## src/rhsp_pkg.sv

```systemverilog
// shared types and constants for the rtp header stream parser
`default_nettype none

package rhsp_pkg;

    // result kinds
    typedef enum logic [1:0] {
        KIND_HEADER  = 2'd0,
        KIND_CSRC    = 2'd1,
        KIND_PAYLOAD = 2'd2,
        KIND_ERROR   = 2'd3
    } t_kind;

    // error codes carried in data_word
    localparam logic [31:0] ERR_VERSION = 32'd0;
    localparam logic [31:0] ERR_SHORT   = 32'd1;

    // fixed header length and position limits
    localparam logic [6:0] HDR_LEN     = 7'd12;
    localparam logic [6:0] HDR_LAST    = 7'd11;
    localparam logic [6:0] MAX_POS     = 7'd72;
    localparam logic [1:0] MAX_VERSION = 2'd2;

    // header octet positions
    localparam logic [6:0] POS_FLAGS1 = 7'd0;
    localparam logic [6:0] POS_FLAGS2 = 7'd1;
    localparam logic [6:0] POS_TIME   = 7'd4;
    localparam logic [6:0] POS_SSRC   = 7'd8;

    // one result of the parser
    typedef struct packed {
        t_kind       kind;
        logic [1:0]  version;
        logic        padding_flag;
        logic        ext_flag;
        logic [3:0]  src_count;
        logic        marker;
        logic [6:0]  pt_code;
        logic [15:0] seq_num;
        logic [31:0] timestamp;
        logic [31:0] ssrc;
        logic [31:0] data_word;
        logic        out_last;
    } t_result;

endpackage

`default_nettype wire

```

## src/rhsp_if.sv

```systemverilog
// request channels of the rtp header stream parser: packet octets in, results out
`default_nettype none

interface rhsp_byte_if;
    logic       valid;
    logic       ready;
    logic [7:0] byte_value;
    logic       in_last;

    modport source (output valid, output byte_value, output in_last, input ready);
    modport sink   (input valid, input byte_value, input in_last, output ready);
endinterface

interface rhsp_result_if;
    logic        valid;
    logic        ready;
    logic [1:0]  kind;
    logic [1:0]  version;
    logic        padding_flag;
    logic        ext_flag;
    logic [3:0]  src_count;
    logic        marker;
    logic [6:0]  pt_code;
    logic [15:0] seq_num;
    logic [31:0] timestamp;
    logic [31:0] ssrc;
    logic [31:0] data_word;
    logic        out_last;

    modport source (
        output valid, output kind, output version, output padding_flag,
        output ext_flag, output src_count, output marker, output pt_code,
        output seq_num, output timestamp, output ssrc, output data_word,
        output out_last, input ready
    );
    modport sink (
        input valid, input kind, input version, input padding_flag,
        input ext_flag, input src_count, input marker, input pt_code,
        input seq_num, input timestamp, input ssrc, input data_word,
        input out_last, output ready
    );
endinterface

`default_nettype wire

```

## src/rtp_header_stream_parser_core.sv

```systemverilog
// rtp header stream parser: each accepted octet goes to the input register, and its result, if any,
// to the result register; throughput one octet per cycle while results are taken, set by
// the combinational parse step between the input register and the result register
// an octet whose result cannot yet be stored waits in the input register
// synchronous active-low reset returns to the start of a packet with all
// header shadows cleared and both registers empty
`default_nettype none

module rtp_header_stream_parser_core (
    input  wire            i_clk,
    input  wire            i_rst_n,
    rhsp_byte_if.sink      i_byte,
    rhsp_result_if.source  o_result
);

    // input register
    logic        r_in_valid;
    logic [7:0]  r_in_byte;
    logic        r_in_last;

    // parser state
    logic [6:0]  r_byte_position, n_byte_position;
    logic [15:0] r_header_flags,  n_header_flags;
    logic [15:0] r_seq_shadow,    n_seq_shadow;
    logic [31:0] r_time_shadow,   n_time_shadow;
    logic [31:0] r_ssrc_shadow,   n_ssrc_shadow;
    logic [31:0] r_word_assembly, n_word_assembly;
    logic [3:0]  r_csrc_left,     n_csrc_left;
    logic        r_discarding,    n_discarding;

    // result register
    logic                 r_out_valid;
    rhsp_pkg::t_result    r_out;
    rhsp_pkg::t_result    n_res;
    logic                 n_emit;

    logic        s_out_free;
    logic        s_adv;
    logic [6:0]  s_pos_inc;
    logic [31:0] s_word;
    logic [3:0]  s_left_dec;

    // handshake
    assign s_out_free   = !r_out_valid || o_result.ready;
    assign s_adv        = r_in_valid && s_out_free;
    assign i_byte.ready = !r_in_valid || s_adv;

    assign s_pos_inc  = r_byte_position + 7'd1;
    assign s_word     = {r_word_assembly[23:0], r_in_byte};
    assign s_left_dec = r_csrc_left - 4'd1;

    // parse step for the octet in the input register
    always_comb begin
        n_byte_position = r_byte_position;
        n_header_flags  = r_header_flags;
        n_seq_shadow    = r_seq_shadow;
        n_time_shadow   = r_time_shadow;
        n_ssrc_shadow   = r_ssrc_shadow;
        n_word_assembly = r_word_assembly;
        n_csrc_left     = r_csrc_left;
        n_discarding    = r_discarding;
        n_emit          = 1'b0;
        n_res           = '0;
        n_res.out_last  = r_in_last;

        if (r_discarding) begin
            // drop octets up to packet end
            if (r_in_last) begin
                n_byte_position = '0;
                n_word_assembly = '0;
                n_csrc_left     = '0;
                n_discarding    = 1'b0;
            end
        end else if (r_byte_position < rhsp_pkg::HDR_LEN) begin
            // fixed header capture
            if (r_byte_position == rhsp_pkg::POS_FLAGS1) begin
                n_header_flags = {r_in_byte, 8'd0};
            end else if (r_byte_position == rhsp_pkg::POS_FLAGS2) begin
                n_header_flags = {r_header_flags[15:8], r_in_byte};
            end else if (r_byte_position < rhsp_pkg::POS_TIME) begin
                n_seq_shadow = {r_seq_shadow[7:0], r_in_byte};
            end else if (r_byte_position < rhsp_pkg::POS_SSRC) begin
                n_time_shadow = {r_time_shadow[23:0], r_in_byte};
            end else begin
                n_ssrc_shadow = {r_ssrc_shadow[23:0], r_in_byte};
            end
            n_byte_position = s_pos_inc;

            if (r_byte_position == rhsp_pkg::POS_FLAGS1
                    && r_in_byte[7:6] > rhsp_pkg::MAX_VERSION) begin
                // unsupported version
                n_emit             = 1'b1;
                n_res.kind         = rhsp_pkg::KIND_ERROR;
                n_res.data_word    = rhsp_pkg::ERR_VERSION;
                n_res.out_last     = 1'b1;
                n_byte_position    = '0;
                n_word_assembly    = '0;
                n_csrc_left        = '0;
                n_discarding       = !r_in_last;
            end else if (r_byte_position != rhsp_pkg::HDR_LAST) begin
                // header still open
                if (r_in_last) begin
                    n_emit          = 1'b1;
                    n_res.kind      = rhsp_pkg::KIND_ERROR;
                    n_res.data_word = rhsp_pkg::ERR_SHORT;
                    n_res.out_last  = 1'b1;
                    n_byte_position = '0;
                    n_word_assembly = '0;
                    n_csrc_left     = '0;
                    n_discarding    = 1'b0;
                end
            end else if (r_in_last && r_header_flags[11:8] != 4'd0) begin
                // header ends the packet but csrc words were announced
                n_emit          = 1'b1;
                n_res.kind      = rhsp_pkg::KIND_ERROR;
                n_res.data_word = rhsp_pkg::ERR_SHORT;
                n_res.out_last  = 1'b1;
                n_byte_position = '0;
                n_word_assembly = '0;
                n_csrc_left     = '0;
                n_discarding    = 1'b0;
            end else begin
                // header complete
                n_emit              = 1'b1;
                n_res.kind          = rhsp_pkg::KIND_HEADER;
                n_res.version       = r_header_flags[15:14];
                n_res.padding_flag  = r_header_flags[13];
                n_res.ext_flag      = r_header_flags[12];
                n_res.src_count     = r_header_flags[11:8];
                n_res.marker        = r_header_flags[7];
                n_res.pt_code       = r_header_flags[6:0];
                n_res.seq_num       = r_seq_shadow;
                n_res.timestamp     = r_time_shadow;
                n_res.ssrc          = {r_ssrc_shadow[23:0], r_in_byte};
                n_csrc_left         = r_header_flags[11:8];
                n_word_assembly     = '0;
                if (r_in_last) begin
                    n_byte_position = '0;
                    n_csrc_left     = '0;
                    n_discarding    = 1'b0;
                end
            end
        end else if (r_csrc_left != 4'd0) begin
            // csrc list, one word per four octets
            n_word_assembly = s_word;
            n_byte_position = s_pos_inc;
            if (s_pos_inc[1:0] == 2'd0) begin
                n_csrc_left     = s_left_dec;
                n_word_assembly = '0;
                n_emit          = 1'b1;
                if (r_in_last && s_left_dec != 4'd0) begin
                    n_res.kind      = rhsp_pkg::KIND_ERROR;
                    n_res.data_word = rhsp_pkg::ERR_SHORT;
                    n_res.out_last  = 1'b1;
                end else begin
                    n_res.kind      = rhsp_pkg::KIND_CSRC;
                    n_res.data_word = s_word;
                end
            end else if (r_in_last) begin
                n_emit          = 1'b1;
                n_res.kind      = rhsp_pkg::KIND_ERROR;
                n_res.data_word = rhsp_pkg::ERR_SHORT;
                n_res.out_last  = 1'b1;
            end
            if (r_in_last) begin
                n_byte_position = '0;
                n_word_assembly = '0;
                n_csrc_left     = '0;
                n_discarding    = 1'b0;
            end
        end else begin
            // payload octet
            n_emit          = 1'b1;
            n_res.kind      = rhsp_pkg::KIND_PAYLOAD;
            n_res.data_word = {24'd0, r_in_byte};
            if (r_in_last) begin
                n_byte_position = '0;
                n_word_assembly = '0;
                n_csrc_left     = '0;
                n_discarding    = 1'b0;
            end
        end
    end

    // input register
    always_ff @(posedge i_clk) begin
        if (!i_rst_n) begin
            r_in_valid <= 1'b0;
        end else if (i_byte.valid && i_byte.ready) begin
            r_in_valid <= 1'b1;
        end else if (s_adv) begin
            r_in_valid <= 1'b0;
        end
    end

    always_ff @(posedge i_clk) begin
        if (i_byte.valid && i_byte.ready) begin
            r_in_byte <= i_byte.byte_value;
            r_in_last <= i_byte.in_last;
        end
    end

    // parser state update
    always_ff @(posedge i_clk) begin
        if (!i_rst_n) begin
            r_byte_position <= '0;
            r_header_flags  <= '0;
            r_seq_shadow    <= '0;
            r_time_shadow   <= '0;
            r_ssrc_shadow   <= '0;
            r_word_assembly <= '0;
            r_csrc_left     <= '0;
            r_discarding    <= 1'b0;
        end else if (s_adv) begin
            r_byte_position <= n_byte_position;
            r_header_flags  <= n_header_flags;
            r_seq_shadow    <= n_seq_shadow;
            r_time_shadow   <= n_time_shadow;
            r_ssrc_shadow   <= n_ssrc_shadow;
            r_word_assembly <= n_word_assembly;
            r_csrc_left     <= n_csrc_left;
            r_discarding    <= n_discarding;
        end
    end

    // result register
    always_ff @(posedge i_clk) begin
        if (!i_rst_n) begin
            r_out_valid <= 1'b0;
        end else if (s_out_free) begin
            r_out_valid <= s_adv && n_emit;
        end
    end

    always_ff @(posedge i_clk) begin
        if (s_adv && n_emit) begin
            r_out <= n_res;
        end
    end

    // output drive
    assign o_result.valid         = r_out_valid;
    assign o_result.kind          = r_out.kind;
    assign o_result.version       = r_out.version;
    assign o_result.padding_flag  = r_out.padding_flag;
    assign o_result.ext_flag      = r_out.ext_flag;
    assign o_result.src_count     = r_out.src_count;
    assign o_result.marker        = r_out.marker;
    assign o_result.pt_code       = r_out.pt_code;
    assign o_result.seq_num       = r_out.seq_num;
    assign o_result.timestamp     = r_out.timestamp;
    assign o_result.ssrc          = r_out.ssrc;
    assign o_result.data_word     = r_out.data_word;
    assign o_result.out_last      = r_out.out_last;

    // csrc words are only pending once the fixed header is done
    a_csrc_after_header: assert property (@(posedge i_clk) disable iff (!i_rst_n)
        r_csrc_left != 4'd0 |-> r_byte_position >= rhsp_pkg::HDR_LEN)
        else $error("csrc count pending inside fixed header");

    // discard mode always starts from a cleared position
    a_discard_pos: assert property (@(posedge i_clk) disable iff (!i_rst_n)
        r_discarding |-> (r_byte_position == 7'd0 && r_csrc_left == 4'd0))
        else $error("discard mode with live position");

    // position never runs past the longest csrc list
    a_pos_bound: assert property (@(posedge i_clk) disable iff (!i_rst_n)
        r_byte_position <= rhsp_pkg::MAX_POS)
        else $error("byte position out of range");

    // an error result always closes the packet
    a_error_last: assert property (@(posedge i_clk) disable iff (!i_rst_n)
        (r_out_valid && r_out.kind == rhsp_pkg::KIND_ERROR) |-> r_out.out_last)
        else $error("error result without packet end");

endmodule

`default_nettype wire
```

## src/flat_wrapper.sv

```systemverilog
// flat-port wrapper written by rule: the top's interface ports become plain ports
module rtp_header_stream_parser_core_flat 
  (i_clk, i_rst_n, i_byte_valid, i_byte_byte_value, i_byte_in_last, i_byte_ready, o_result_valid, o_result_kind, o_result_version, o_result_padding_flag, o_result_ext_flag, o_result_src_count, o_result_marker, o_result_pt_code, o_result_seq_num, o_result_timestamp, o_result_ssrc, o_result_data_word, o_result_out_last, o_result_ready);
  rhsp_byte_if i_byte_i ();
  rhsp_result_if o_result_i ();
  input  wire i_clk;
  input  wire i_rst_n;
  input wire logic [$bits(i_byte_i.valid)-1:0] i_byte_valid;
  input wire logic [$bits(i_byte_i.byte_value)-1:0] i_byte_byte_value;
  input wire logic [$bits(i_byte_i.in_last)-1:0] i_byte_in_last;
  output wire logic [$bits(i_byte_i.ready)-1:0] i_byte_ready;
  output wire logic [$bits(o_result_i.valid)-1:0] o_result_valid;
  output wire logic [$bits(o_result_i.kind)-1:0] o_result_kind;
  output wire logic [$bits(o_result_i.version)-1:0] o_result_version;
  output wire logic [$bits(o_result_i.padding_flag)-1:0] o_result_padding_flag;
  output wire logic [$bits(o_result_i.ext_flag)-1:0] o_result_ext_flag;
  output wire logic [$bits(o_result_i.src_count)-1:0] o_result_src_count;
  output wire logic [$bits(o_result_i.marker)-1:0] o_result_marker;
  output wire logic [$bits(o_result_i.pt_code)-1:0] o_result_pt_code;
  output wire logic [$bits(o_result_i.seq_num)-1:0] o_result_seq_num;
  output wire logic [$bits(o_result_i.timestamp)-1:0] o_result_timestamp;
  output wire logic [$bits(o_result_i.ssrc)-1:0] o_result_ssrc;
  output wire logic [$bits(o_result_i.data_word)-1:0] o_result_data_word;
  output wire logic [$bits(o_result_i.out_last)-1:0] o_result_out_last;
  input wire logic [$bits(o_result_i.ready)-1:0] o_result_ready;
  assign i_byte_i.valid = i_byte_valid;
  assign i_byte_i.byte_value = i_byte_byte_value;
  assign i_byte_i.in_last = i_byte_in_last;
  assign i_byte_ready = i_byte_i.ready;
  assign o_result_valid = o_result_i.valid;
  assign o_result_kind = o_result_i.kind;
  assign o_result_version = o_result_i.version;
  assign o_result_padding_flag = o_result_i.padding_flag;
  assign o_result_ext_flag = o_result_i.ext_flag;
  assign o_result_src_count = o_result_i.src_count;
  assign o_result_marker = o_result_i.marker;
  assign o_result_pt_code = o_result_i.pt_code;
  assign o_result_seq_num = o_result_i.seq_num;
  assign o_result_timestamp = o_result_i.timestamp;
  assign o_result_ssrc = o_result_i.ssrc;
  assign o_result_data_word = o_result_i.data_word;
  assign o_result_out_last = o_result_i.out_last;
  assign o_result_i.ready = o_result_ready;
  rtp_header_stream_parser_core u_core (.i_clk(i_clk), .i_rst_n(i_rst_n), .i_byte(i_byte_i), .o_result(o_result_i));
endmodule
```

## config.mk

```make
export PLATFORM = sky130hd
export DESIGN_NAME = rtp_header_stream_parser_core_flat
export DESIGN_NICKNAME = d
export VERILOG_FILES = /design/src/rhsp_pkg.sv /design/src/rhsp_if.sv /design/src/rtp_header_stream_parser_core.sv /design/src/flat_wrapper.sv
export SDC_FILE = /design/constraint.sdc
export NUM_CORES = 1
export LEC_CHECK = 0
export BUFFER_PORTS_ARGS = -buffer_cell sky130_fd_sc_hd__clkbuf_2
export CAP_MARGIN = 20
export CORE_MARGIN = 4
export CORE_UTILIZATION = 57
export DETAILED_ROUTE_END_ITERATION = 8
export PLACE_DENSITY = 0.89
export SLEW_MARGIN = 20
export SYNTH_ARGS = -nofsm -noshare
export SYNTH_HDL_FRONTEND = slang
export SYNTH_SLANG_ARGS = --single-unit
```

## constraint.sdc

```tcl
create_clock -name i_clk -period 14.9 [get_ports i_clk]
set_input_delay 2.98 -clock i_clk [delete_from_list [all_inputs] [get_ports i_clk]]
set_output_delay 2.98 -clock i_clk [all_outputs]
set_load 0.05 [all_outputs]
```

==> results of run 1 <==
-- through the flow --
stage                     std cells  setup slack, ns  hold WS [ns]  utilization [%]  total power [uW]
after floorplan                 856             1.87         0.427                -               894
after global placement         1179             8.21         0.433             63.0               915
after detailed placement       1180             8.19         0.441             63.1               917
after CTS                      1225             8.18         0.449             67.7              1530
after global routing           1225             8.10         0.469             67.8              1570
final                          1225             8.19         0.447             67.8              1520
-- sequential cells by signal, indices dropped and copies added (netlist names), 8 cells and up --
name                       cells
u_core.o_result.data_word     32
u_core.r_word_assembly        24
u_core.r_time_shadow          32
u_core.r_header_flags         16
u_core.o_result.timestamp     32
u_core.o_result.seq_num       16
u_core.r_in_byte               8
u_core.o_result.ssrc          32
u_core.r_ssrc_shadow          24
u_core.r_seq_shadow           16
-- cell usage in the layout, fill, tap and decap left out, drive strengths merged, types with 8 or more instances in the layout --
master,count
clkbuf,176
edfxtp,140
nand2,135
dfxtp,126
and2,121
a21oi,67
nor2,44
a22o,25
mux2i,24
inv,18
nand3,17
nor3,9
buf,8
clkinv,8
-- cell type report --
type                    count  area share, %
inverters                  16          0.512
repair buffers            153           6.74
flip-flops and latches    266           57.4
clock buffers              31           5.70
well taps                 225           2.40
multi-input cells         520           26.1
clock inverters            14           1.12
-- critical path: stages --
cell	delay, ns
sky130_fd_sc_hd__clkbuf_2	0.08
sky130_fd_sc_hd__nor2b_1	0.31
sky130_fd_sc_hd__nand2_1	0.11
sky130_fd_sc_hd__clkbuf_2	0.25
-- power groups by stage --
stage	Combinational [uW]	Clock, uW	Sequential [uW]
after detailed placement	100	0	817
after floorplan	26.0	0	868
after global routing	105	659	802
final	100	617	801
after CTS	101	625	801
after global placement	99.4	0	816
-- cells in the mapped netlist, types with 3 or more instances --
library cell | instances | area share (%)
sky130_fd_sc_hd__a21oi_1 | 67 | 3.3
sky130_fd_sc_hd__a22o_1 | 25 | 2.2
sky130_fd_sc_hd__a31oi_1 | 5 | 0.31
sky130_fd_sc_hd__a32oi_1 | 3 | 0.26
sky130_fd_sc_hd__and2_1 | 121 | 7.5
sky130_fd_sc_hd__and3_1 | 4 | 0.25
sky130_fd_sc_hd__buf_2 | 12 | 0.60
sky130_fd_sc_hd__clkbuf_1 | 40 | 1.5
sky130_fd_sc_hd__dfxtp_1 | 126 | 25
sky130_fd_sc_hd__edfxtp_1 | 140 | 42
sky130_fd_sc_hd__ha_1 | 5 | 0.62
sky130_fd_sc_hd__inv_1 | 16 | 0.60
sky130_fd_sc_hd__mux2i_1 | 24 | 2.4
sky130_fd_sc_hd__nand2_1 | 135 | 5.0
sky130_fd_sc_hd__nand3_1 | 16 | 0.80
sky130_fd_sc_hd__nor2_1 | 43 | 1.6
sky130_fd_sc_hd__nor2b_1 | 3 | 0.19
sky130_fd_sc_hd__nor3_1 | 8 | 0.40
sky130_fd_sc_hd__o21a_1 | 3 | 0.22
sky130_fd_sc_hd__o21ai_0 | 3 | 0.15
sky130_fd_sc_hd__o21ai_1 | 3 | 0.15
sky130_fd_sc_hd__o22ai_1 | 4 | 0.25
-- kinds of logic after synthesis --
logic type / count (synthesis) / synth area share (%)
AO/OA/AOI/OAI: 136 / 9.07
buffers and inverters: 70 / 2.91
multiplexers: 25 / 2.50
AND/OR/NAND/NOR: 352 / 17.8
flip-flops: 266 / 66.9
XOR/XNOR: 2 / 0.174
adder cells (fa/ha/maj): 5 / 0.622
-- path summary, 6_finish.rpt --
check | slack (ns) | cells after the start | start | to
worst max register to register | 11.75 | 7 | u_core.r_csrc_left[1] | u_core.o_result.ssrc[4]
worst min-delay path | 0.45 | 2 | u_core.r_header_flags[3] | u_core.r_header_flags[3]
worst min register to register | 0.45 | 2 | u_core.r_header_flags[3] | u_core.r_header_flags[3]
worst max-delay path | 8.19 | 4 | o_result_ready | i_byte_ready
-- routing by layer --
| metal | vias up | track usage (%) | wire, microns |
|---|---|---|---|
| met2 | 274 | 36.5 | 10900 |
| met5 | - | 0 | 0 |
| met3 | 59 | 3.63 | 1580 |
| met4 | 0 | 7.75 | 725 |
| met1 | 3267 | 28.3 | 8640 |
| li1 | 3215 | - | - |
==> impl.org, run 1 <==
** Critical path
- STA puts the critical path data arrival time at around 3.7 ns.
- Crit end category :: output pin
- WS Path Type :: in2out
- STA classifies the critical path startpoint as a primary input.
- Data on the critical path is required at its endpoint by between 10 and 15 ns.
- Critical path fanouts, max :: 6

** Die
- For this configuration, the core starts out at a cell density of between 50% and 60%.
- After floorplanning, the core was divided into 48 placement rows.
- In this run the count of I/O pins placed on the die edge is around 150.
- The region available for standard cell placement spans around 0.017 sq mm.
- Die X-Extent :: 141 microns
- Die ar. :: just under 0.02 sq mm
- In this run the vertical extent of the chip is ~140 microns.

** Global routing
- For this run the aggregate overflow at the end of global routing stands at 0.
- Entering global routing, the biggest net connects just under 100 pins.
- Global-route wire length before repair :: between 30 and 40 mm
- Initial antenna violation count :: 0
- The number of global-route vias before repair came to 6563.
- In the global route stage, overall resource usage came out at roughly 22%.

** Route
- For this run, design rule violations remaining after detail routing come to 0.
- In the final routed layout, each cell accounts on average for 17.8 microns.
- Iteration count of the initial detailed-routing pass :: 5
- The routed layout has 6815 vias.
- In this run, the number of DRC markers left after iteration 0 of detailed routing was 644.
- Post-detailed-route via-to-cell ratio :: 5.56
- Remaining antenna violation count after routing :: 0
- Total detailed-routing wirelength :: around 22 mm

** Synthesis
- Of all flip-flops after synthesis, the portion carrying an async set or reset was 0%.
- Number of nets in the synthesized netlist :: just under 900
- Cells after Synth :: between 800 and 900
- A synthesized cell averages approximately 12 sq um.
- Cell area after synthesis :: roughly 0.010 sq mm
- The most used flip-flop cell after synthesis is sky130_fd_sc_hd__edfxtp_1.
- In this run, synthesis inferred between 100 and 150 flip-flops with an integrated enable.
- Sequential-to-total area share from yosys stat :: roughly two thirds
- Yosys printed 0 warnings.
- The synthesized design contains between 200 and 300 register bits.
- Number of distinct library cell variants in the gate-level netlist after synthesis :: 59

** STA
- The clock period could shrink to between 6 and 7 ns.
- For the final database, setup skew stands at roughly 0.015 ns.
- Highest achievable clock rate :: between 100 and 150 MHz
- Dividing the final minimum period by the clock period gives around 45%.
- Unrepaired setup endpoints after global routing :: false
- Count of final hold-check violations :: 0
- Count of pins over their slew limit :: 0
- Summed over all failing endpoints, the final setup total negative slack is 0 ns.
- Final setup viols :: 0
- Slew at the pin closest to its max-slew limit :: around 1.1 ns
- Relative slew margins :: 29.9%

** Placed design
- Placed instance area :: 0.0109 sq mm
- The wire-length estimate of the detail-placed layout is between 10 and 15 mm.
- Final weighted congestion in routability-driven placement :: 0.869
- Input and output buffers added on the ports amount to ~150.

** CTS
- The later pin in the worst-skew pair is clocked with a latency of roughly 0.51 ns.
- Clock root buffer :: sky130_fd_sc_hd__clkbuf_16
- CTS built an H-tree with a depth of 1.
- TritonCTS built the clock tree.
- For this design, the sink count on the clock tree is 266.
- After clock tree synthesis, the clock-pin slew on the worst setup and hold paths is roughly 0.060 ns.
- Post_cts resized :: 0
- No sink is reached through more buffers than the 3 on the longest clock path.
- After clock tree synthesis, the flow added hold-fix buffers numbering 0.
- Buffers added to address setup during post-CTS repair amount to 0.
- Clock tree synthesis inserted a total of 25 buffers.

** Run
- Across the run, the number of max-cap violations was 0.

** Power and ir drop
- IR analysis of the VDD net gives a maximum drop of 100 uV.
- Static power due to leakage :: between 0.004 and 0.005 uW
- Clock network fraction of design power :: roughly two fifths
- Combinational Power Share :: between 6 and 7%
- In this run, flip-flops and latches consume between 50% and 60% of the power.
- In this run the power density over the cells is 130 mW/mm^2.
- Internal power contribution :: between 1000 and 1500 uW
- Switching power of the nets :: between 300 and 400 uW
- Net switching is about a quarter of the power.

** Layout
- Diode count :: 0
- Post-route standard cell area excluding fillers :: ~0.012 sq mm
- Number of nets in the final layout :: 1000
- Storage element area :: 0.00673 sq mm
- Cells with a size suffix above 1 make up 20.8% of the layout.
- The filler cells instantiated in the layout total approximately 1200.
- Area growth, synth to finish :: 16.5%
- In the final layout, the multi-input gates occupy just over 0.003 sq mm.

** Outcome
- The run finished with clean final reports.

** Worst hold path
- Type of the most critical hold path :: reg2reg
Power figures use the tool's default switching activity.
==> run 2: changes to the inputs <==
- CORE_UTILIZATION: 57 -> 51
- PLACE_DENSITY: 0.89 -> 0.84
- clock period: 14.9 -> 6.07 ns (I/O delays scaled with it)
==> impl.org, run 2 (same netlist as run 1, synthesis figures left out) <==
** Global routing
- Entering global routing, the biggest net connects 97 pins.
- The number of global-route vias before repair is about 6200.
- Across every metal layer, demand over resource in global routing totals ~18%.
- Global-route wire length before repair :: 32.6 mm
- Global routing finished with a remaining overflow of 0.
- Initial antenna violation count :: 0

** Critical path
- The worst setup path is of the in2out kind.
- Beginning of the worst register-to-register path :: u_core.r_csrc_left[0]
- Data on the critical path is required at its endpoint by slightly below 5 ns.
- Stage delay of the slowest cell on the critical path :: approximately 0.35 ns
- Most frequent cell on the critical path :: sky130_fd_sc_hd__clkbuf_2
- The worst setup path is captured at an output pin.
- The endpoint identified for the worst register-to-register timing path is u_core.o_result.ssrc[18].
- Of all nets on the critical path, the largest fanout is 6.
- STA classifies the critical path startpoint as a primary input.
- Reg2Reg Setup Slack :: between 2 and 3 ns
- On the critical path, the stage with the largest delay is an instance of sky130_fd_sc_hd__nor2b_1.
- Arrival time at the worst endpoint :: ~2 ns
- Cell breakdown of the critical path :: clkbuf_2 -> nor2b_1 -> nand2_1 -> clkbuf_2
- Logic depth of the worst register-to-register path :: 7

** Layout
- Counting the fill cells in the layout gives roughly 1600.
- The library cell used most frequently in the layout, excluding fill and tap cells, is sky130_fd_sc_hd__clkbuf_2.
- At the end of the flow the core is filled with cells to about three fifths.
- Storage element area :: between 0.006 and 0.007 sq mm
- Diode count :: 0
- Number of nets in the final layout :: around 1000
- In the layout the commonest cells are 145 x sky130_fd_sc_hd__clkbuf_2, 140 x sky130_fd_sc_hd__edfxtp_1, 135 x sky130_fd_sc_hd__nand2_1.
- In the final layout, the multi-input gates occupy slightly above 0.003 sq mm.
- Of the cells placed in the final design, the portion with a size suffix greater than 1 is between 20% and 30%.
- The area growth from synthesis to layout is 17.4%.

** Route
- Number of DRC markers in iteration 0 :: approximately 520
- In the final routed layout, each cell accounts on average for 16.3 microns.
- For this block, the routed nets add up to just over 20 mm of wire.
- Post-detailed-route via-to-cell ratio :: 5.21
- Number of remaining DRC errors :: 0
- Remaining antenna violation count after routing :: 0
- Iteration count of the initial detailed-routing pass :: 6
- Via count :: between 6000 and 7000

** STA
- Worst Skew :: about 0.015 ns
- Summed over all failing endpoints, the final setup total negative slack is 0 ns.
- Measured against its own limit, the worst slew margin works out to roughly 30%.
- Slew at the pin closest to its max-slew limit :: approximately 1.1 ns
- The max-slew violation total from the final report came to 0.
- Final worst path period share :: between 50% and 60%
- Time the worst path needs with I/O delays and setup :: between 3 and 4 ns
- Static timing analysis puts the maximum clock frequency at just over 300 MHz.
- Count of final hold-check violations :: 0
- Final setup viols :: 0
- Least setup slack across all paths after layout :: between 2 and 3 ns
- Setup repair after global routing left no endpoint under its margin.

** CTS
- Clk sink count :: between 200 and 300
- Number of hold buffers added after cts :: 0
- Clock Pin Slew Worst Setup and Hold Paths :: 0.06 ns
- In this run, CTS created clock tree buffers numbering 26.
- After clock tree synthesis, the repair step resized 0 gates.
- After clock tree synthesis, the setup repair step added 0 buffers.
- CTS built an H-tree with a depth of 1.
- Clk_lat worst skew :: between 0.5 and 0.6 ns
- Clock tree from TritonCTS :: done
- Maximum buffer depth of the clock tree :: 3
- Clock root buffer :: sky130_fd_sc_hd__clkbuf_16

** Worst hold path
- Hold Crit Start :: u_core.r_header_flags[7]
- Type of the most critical hold path :: reg2reg
- Endpoint, Worst Hold :: u_core.r_header_flags[7]
- Worst hold path depth :: 2

** Power and ir drop
- For this design the ratio of total power to cell area is between 300 and 400 mW/mm^2.
- Total Power Consumption :: ~3700 uW
- VDD IR-drop max :: 179 uV
- Static power due to leakage :: around 0.0044 uW

** Placed design
- The wire-length estimate of the detail-placed layout is 13.0 mm.
- At the end of routability-driven placement, the weighted congestion stood at a little over 0.9.
- Post-Place Worst Slack :: between 2 and 3 ns
- Input and output buffers added on the ports amount to between 100 and 150.

** Run
- Max Cap Viol :: 0

** Die
- Die ar. :: between 0.02 and 0.025 sq mm
- Core area :: roughly 0.019 sq mm
- Once the floorplan was initialized, standard cells occupied about half of the core.
- Die X-Extent :: ~150 microns
- The die is approximately 150 microns tall.
- Pin placement for this block handled 146 I/O pins.
- The floorplan has 51 rows.

** Outcome
- The run finished with clean final reports.
## run 2: how the worst max path moves through the flow
stage / from / to
floorplan: o_result_ready / u_core.o_result.data_word[0]
global placement: o_result_ready / u_core.r_seq_shadow[0]
detailed placement: o_result_ready / u_core.r_seq_shadow[3]
CTS: o_result_ready / i_byte_ready
global route: u_core.r_csrc_left[0] / u_core.o_result.timestamp[14]
finish: o_result_ready / i_byte_ready
## run 2: stage by stage
step	std cells	hold WS [ns]	cell area [sq um]
after global routing	1267	0.471	11800
after detailed placement	1219	0.440	11000
after global placement	1219	0.433	11000
after floorplan	856	0.427	10100
after CTS	1266	0.448	11800
final	1267	0.447	11800
## run 2: critical path: cells and delay by family
kind | cells | cell delay, ns
buffers and inverters | 2 | 0.33
AND/OR/NAND/NOR | 2 | 0.47
## run 2: layout make-up
type / count / share of cell area [%]
sequential: 266 / 57.0
multi-input combinational: 520 / 26.0
timing repair buffer: 153 / 6.72
clock buffer: 32 / 5.96
tap: 265 / 2.81
clock inverter: 15 / 1.01
inverter: 16 / 0.509
## run 2: routing by layer
layer | routed length, microns | global-route usage, % | vias to the layer above
met2 | 9950 | 29.7 | 198
met3 | 1070 | 2.96 | 52
met1 | 8930 | 25.2 | 3119
met4 | 656 | 6.74 | 0
li1 | - | - | 3229
met5 | 0 | 0 | -
## run 2: report_power, final
group          total, uW  internal (uW)  switching [uW]
combinational        246           44.1             201
clock               1520            870             651
sequential          1970           1930            31.5
==> run 3: changes to the inputs <==
- ABC_AREA: not set -> 1
- CORE_UTILIZATION: 51 -> 57
- PLACE_DENSITY: 0.84 -> 0.88
- clock period: 6.07 -> 3.2 ns (I/O delays scaled with it)
==> impl.org, run 3 <==
** Outcome
- Result of the run :: complete, no violations

** STA
- Relative slew margins :: between 30% and 40%
- Highest achievable clock rate :: approximately 420 MHz
- After layout, the minimum clock period comes to approximately 2.4 ns.
- Setup violations remaining at the end of the flow were counted as 0.
- Worst Skew :: roughly 0.010 ns
- Setup repair after global routing left no endpoint under its margin.
- Slew at the pin closest to its max-slew limit :: 0.957 ns
- Count of final hold-check violations :: 0
- The max-slew violation total from the final report is 0.
- Of the available clock period, the critical path in the final layout requires between 70% and 80%.
- Setup total negative slack on the finished layout was measured at 0 ns.

** Global routing
- The initial antenna violation count came to 0.
- Entering global routing, the biggest net connects between 80 and 90 pins.
- Global route total overflow :: 0
- In the global route stage, overall resource usage came out at 21.1%.
- Global-route wire length before repair :: 34.7 mm
- The number of global-route vias before repair is 7004.

** Synthesis
- Most area-hungry cell type in the Yosys netlist :: sky130_fd_sc_hd__edfxtp_1
- Number of flops mapped to enable cells by yosys :: 140
- Cell area after synthesis :: approximately 0.010 sq mm
- Number of distinct library cell variants in the gate-level netlist after synthesis :: 35
- Post-Syn Area per Cell :: 10.5 sq um
- For this run, the register share of the synthesized area comes to roughly 64%.
- Ys flop type :: sky130_fd_sc_hd__edfxtp_1
- Leading cell types by count after synthesis :: 144 x sky130_fd_sc_hd__inv_1, 140 x sky130_fd_sc_hd__edfxtp_1, 126 x sky130_fd_sc_hd__dfxtp_1
- Synthesis produced a netlist whose cell count is 1000.
- In the synthesized netlist the async set-or-reset flop fraction comes to 0%.
- Summed over its instances, the top area cell type makes up around two fifths of the synthesized netlist area.
- After synthesis, the cell types taking the most area are sky130_fd_sc_hd__edfxtp_1 40%, sky130_fd_sc_hd__dfxtp_1 24%, sky130_fd_sc_hd__a21oi_1 5.6%.
- Counting every net in the synthesized netlist gives between 1000 and 1500.
- During synthesis, Yosys emitted a total of 0 warnings.
- Yosys instantiated no cell more often than sky130_fd_sc_hd__inv_1.
- Synthesis inferred ~270 register bits.

** Critical path
- Measured in cells, the most critical reg-to-reg path has a length of 11.
- The setup path with the least slack is of type reg2reg.
- Critical path fanouts, max :: 40
- The largest single stage delay on the critical path is approximately 0.48 ns.
- By instance count, the cell type seen most on the critical path is sky130_fd_sc_hd__inv_1.
- The worst register-to-register path ends at u_core.o_result.data_word[12].
- In this design, the largest share of critical-path delay is due to buffers and inverters.
- For the worst setup path, the data required time is 3.35 ns.
- Crit end category :: flip-flop
- Reg2Reg Setup Slack :: 0.80 ns
- The slowest stage of the critical path belongs to the cell sky130_fd_sc_hd__buf_4.
- Launching element type of the critical path :: flip-flop
- The critical path crosses 11 cells after its start point.
- Beginning of the worst register-to-register path :: u_core.r_byte_position[0]
- Arrival time at the worst endpoint :: between 2 and 3 ns
- Counting both buffers and inverters, the worst setup path holds a total of 5.
- The signal on the critical path passes through inv_1 -> ha_1 -> inv_2 -> nor2_4 -> nand3_4 -> inv_1 -> o21ai_1 -> nand2_1 -> nand2_2 -> clkinvlp_4 -> buf_4.

** Die
- After floorplanning, the core was sized to cover 0.0180 sq mm.
- Pin placement for this block handled 146 I/O pins.
- Die ar. :: between 0.02 and 0.025 sq mm
- Row generation in the floorplan step produced roughly 50 rows.
- The die is around 140 microns tall.
- For this configuration, the core starts out at a cell density of 58.1%.
- In this run the horizontal extent of the chip is ~140 microns.

** Power and ir drop
- Power share of the sequential group :: between 50% and 60%
- Internal power contribution :: ~5600 uW
- The analysis attributes to cell leakage a power of between 0.004 and 0.005 uW.
- Clock network fraction of design power :: approximately two fifths
- Combinational Power Share :: 6.6%
- In this run the power spent charging and discharging nets is about 1600 uW.
- Dividing total power by cell area gives a power density of roughly 590 mW/mm^2.
- Switch share :: between 20% and 30%
- The worst-case IR drop observed on VDD is about 430 uV.
- Total Power Consumption :: between 7000 and 8000 uW

** Route
- Wirelength per Cell :: roughly 16 microns
- Remaining antenna violation count after routing :: 0
- After detailed routing, the number of remaining DRC violations is 0.
- Total detailed-routing wirelength :: around 22 mm
- The first detailed-routing pass ran for 5 iterations.
- The first routing iteration left 467 violations.
- Detailed routing inserted a total of between 7000 and 8000 vias.
- Post-detailed-route via-to-cell ratio :: roughly 5.2

** CTS
- The cell sitting at the root of the clock tree is a sky130_fd_sc_hd__clkbuf_16.
- In this run the number of H-tree levels came out at 1.
- No sink is reached through more buffers than the 3 on the longest clock path.
- Post_cts resized :: 0
- For this design, the sink count on the clock tree is between 200 and 300.
- Clock tree from TritonCTS :: done
- Once the clock tree was built, the setup fixing pass inserted 0 buffers.
- Clock Pin Slew Worst Setup and Hold Paths :: 0.06 ns
- After clock tree synthesis, the flow added hold-fix buffers numbering 0.
- Clk_lat worst skew :: just over 0.5 ns
- The number of clock buffers added by TritonCTS is 26.

** Layout
- Share of final-layout standard cells stronger than drive strength 1 :: roughly 31%
- Most used cells in the layout excluding fill and tap cells :: 145 x sky130_fd_sc_hd__clkbuf_2, 140 x sky130_fd_sc_hd__edfxtp_1, 139 x sky130_fd_sc_hd__inv_1
- Area growth, synth to finish :: 16.6%
- Most common cell after layout, fill and taps aside :: sky130_fd_sc_hd__clkbuf_2
- Finished Layout Cells :: around 1400
- Diode count :: 0
- Number of nets in the final layout :: 1151
- Measured on the finished design, the core utilization comes to about two thirds.

** Placed design
- Final weighted congestion in routability-driven placement :: 0.883
- Number of buffer cells added on primary ports :: roughly 150
- Post-DP HPWL :: ~14 mm
- Post-Place Cells :: approximately 1300

** Worst hold path
- For hold timing, the worst endpoint is u_core.r_in_byte[0].
- Type of the most critical hold path :: in2reg
- Worst hold path depth :: 1
- The startpoint identified for the worst hold timing path is i_byte_byte_value[0].

** Run
- Across the run, the number of max-cap violations was 0.
run 3: cell count changes after synthesis, sizes merged, moves of 24 or more:
cell,previous run,this run
a21oi,67,129
a22o,25,0
and2,121,1
clkbuf,40,16
inv,16,155
mux2i,24,0
nor2,44,144
o21ai,7,91
run 3: worst register-to-register path: stages, from the launching register on:
cell and delay (ns):
sky130_fd_sc_hd__dfxtp_4 0.37, sky130_fd_sc_hd__inv_1 0.08, sky130_fd_sc_hd__ha_1 0.17, sky130_fd_sc_hd__inv_2 0.05, sky130_fd_sc_hd__nor2_4 0.17, sky130_fd_sc_hd__nand3_4 0.13
sky130_fd_sc_hd__inv_1 0.11, sky130_fd_sc_hd__o21ai_1 0.06, sky130_fd_sc_hd__nand2_1 0.11, sky130_fd_sc_hd__nand2_2 0.08, sky130_fd_sc_hd__clkinvlp_4 0.22, sky130_fd_sc_hd__buf_4 0.49
run 3: power groups by stage:
stage	clock network [uW]	registers (uW)	logic, uW
3_3_place_gp	0	3790	473
4_1_cts	3060	3720	484
2_1_floorplan	0	3980	169
5_1_grt	3230	3720	512
6_report	3010	3720	479
3_5_place_dp	0	3790	481
run 3: kinds of logic after synthesis:
family | after synthesis | synth area share, %
compound gates | 231 | 11.8
xor+xnor | 2 | 0.167
fa+ha+maj | 5 | 0.597
buf+inv | 205 | 8.69
flops | 266 | 64.2
simple gates | 291 | 14.5
run 3: stage by stage:
step	cell area, sq um	hold WS, ns	worst slack [ns]
CTS	12200	0.282	0.770
global placement	11300	0.455	0.863
finish	12200	0.308	0.797
floorplan	10500	0.441	-0.254
detailed placement	11300	0.454	0.800
global route	12200	0.286	0.612
run 3: layer usage:
| layer | GRT usage (%) | wire length (microns) |
|---|---|---|
| met1 | 27.4 | 9110 |
| met2 | 36.5 | 11000 |
| met3 | 3.29 | 1400 |
| met4 | 6.44 | 654 |
| met5 | 0 | 0 |
run 3: area by class of cell:
type                            instances  area, sq um
Timing Repair Buffer                  155          838
Fill cell                            1315         5820
Multi-Input combinational cell        529         2890
Sequential cell                       266         6730
Clock buffer                           41          810
Clock inverter                          6         57.6
Inverter                              155          591
Tap cell                              229          287
run 3: worst max-delay path by stage:
stage,startpoint,to,slack [ns]
5_1_grt,u_core.r_byte_position[0],u_core.o_result.timestamp[6],0.61
6_report,u_core.r_byte_position[0],u_core.o_result.data_word[12],0.80
3_3_place_gp,u_core.r_byte_position[0],u_core.o_result.timestamp[9],0.86
4_1_cts,u_core.r_byte_position[0],u_core.o_result.timestamp[0],0.77
2_1_floorplan,u_core.r_byte_position[3],u_core.o_result.data_word[0],-0.25
3_5_place_dp,u_core.r_byte_position[0],u_core.o_result.timestamp[15],0.80
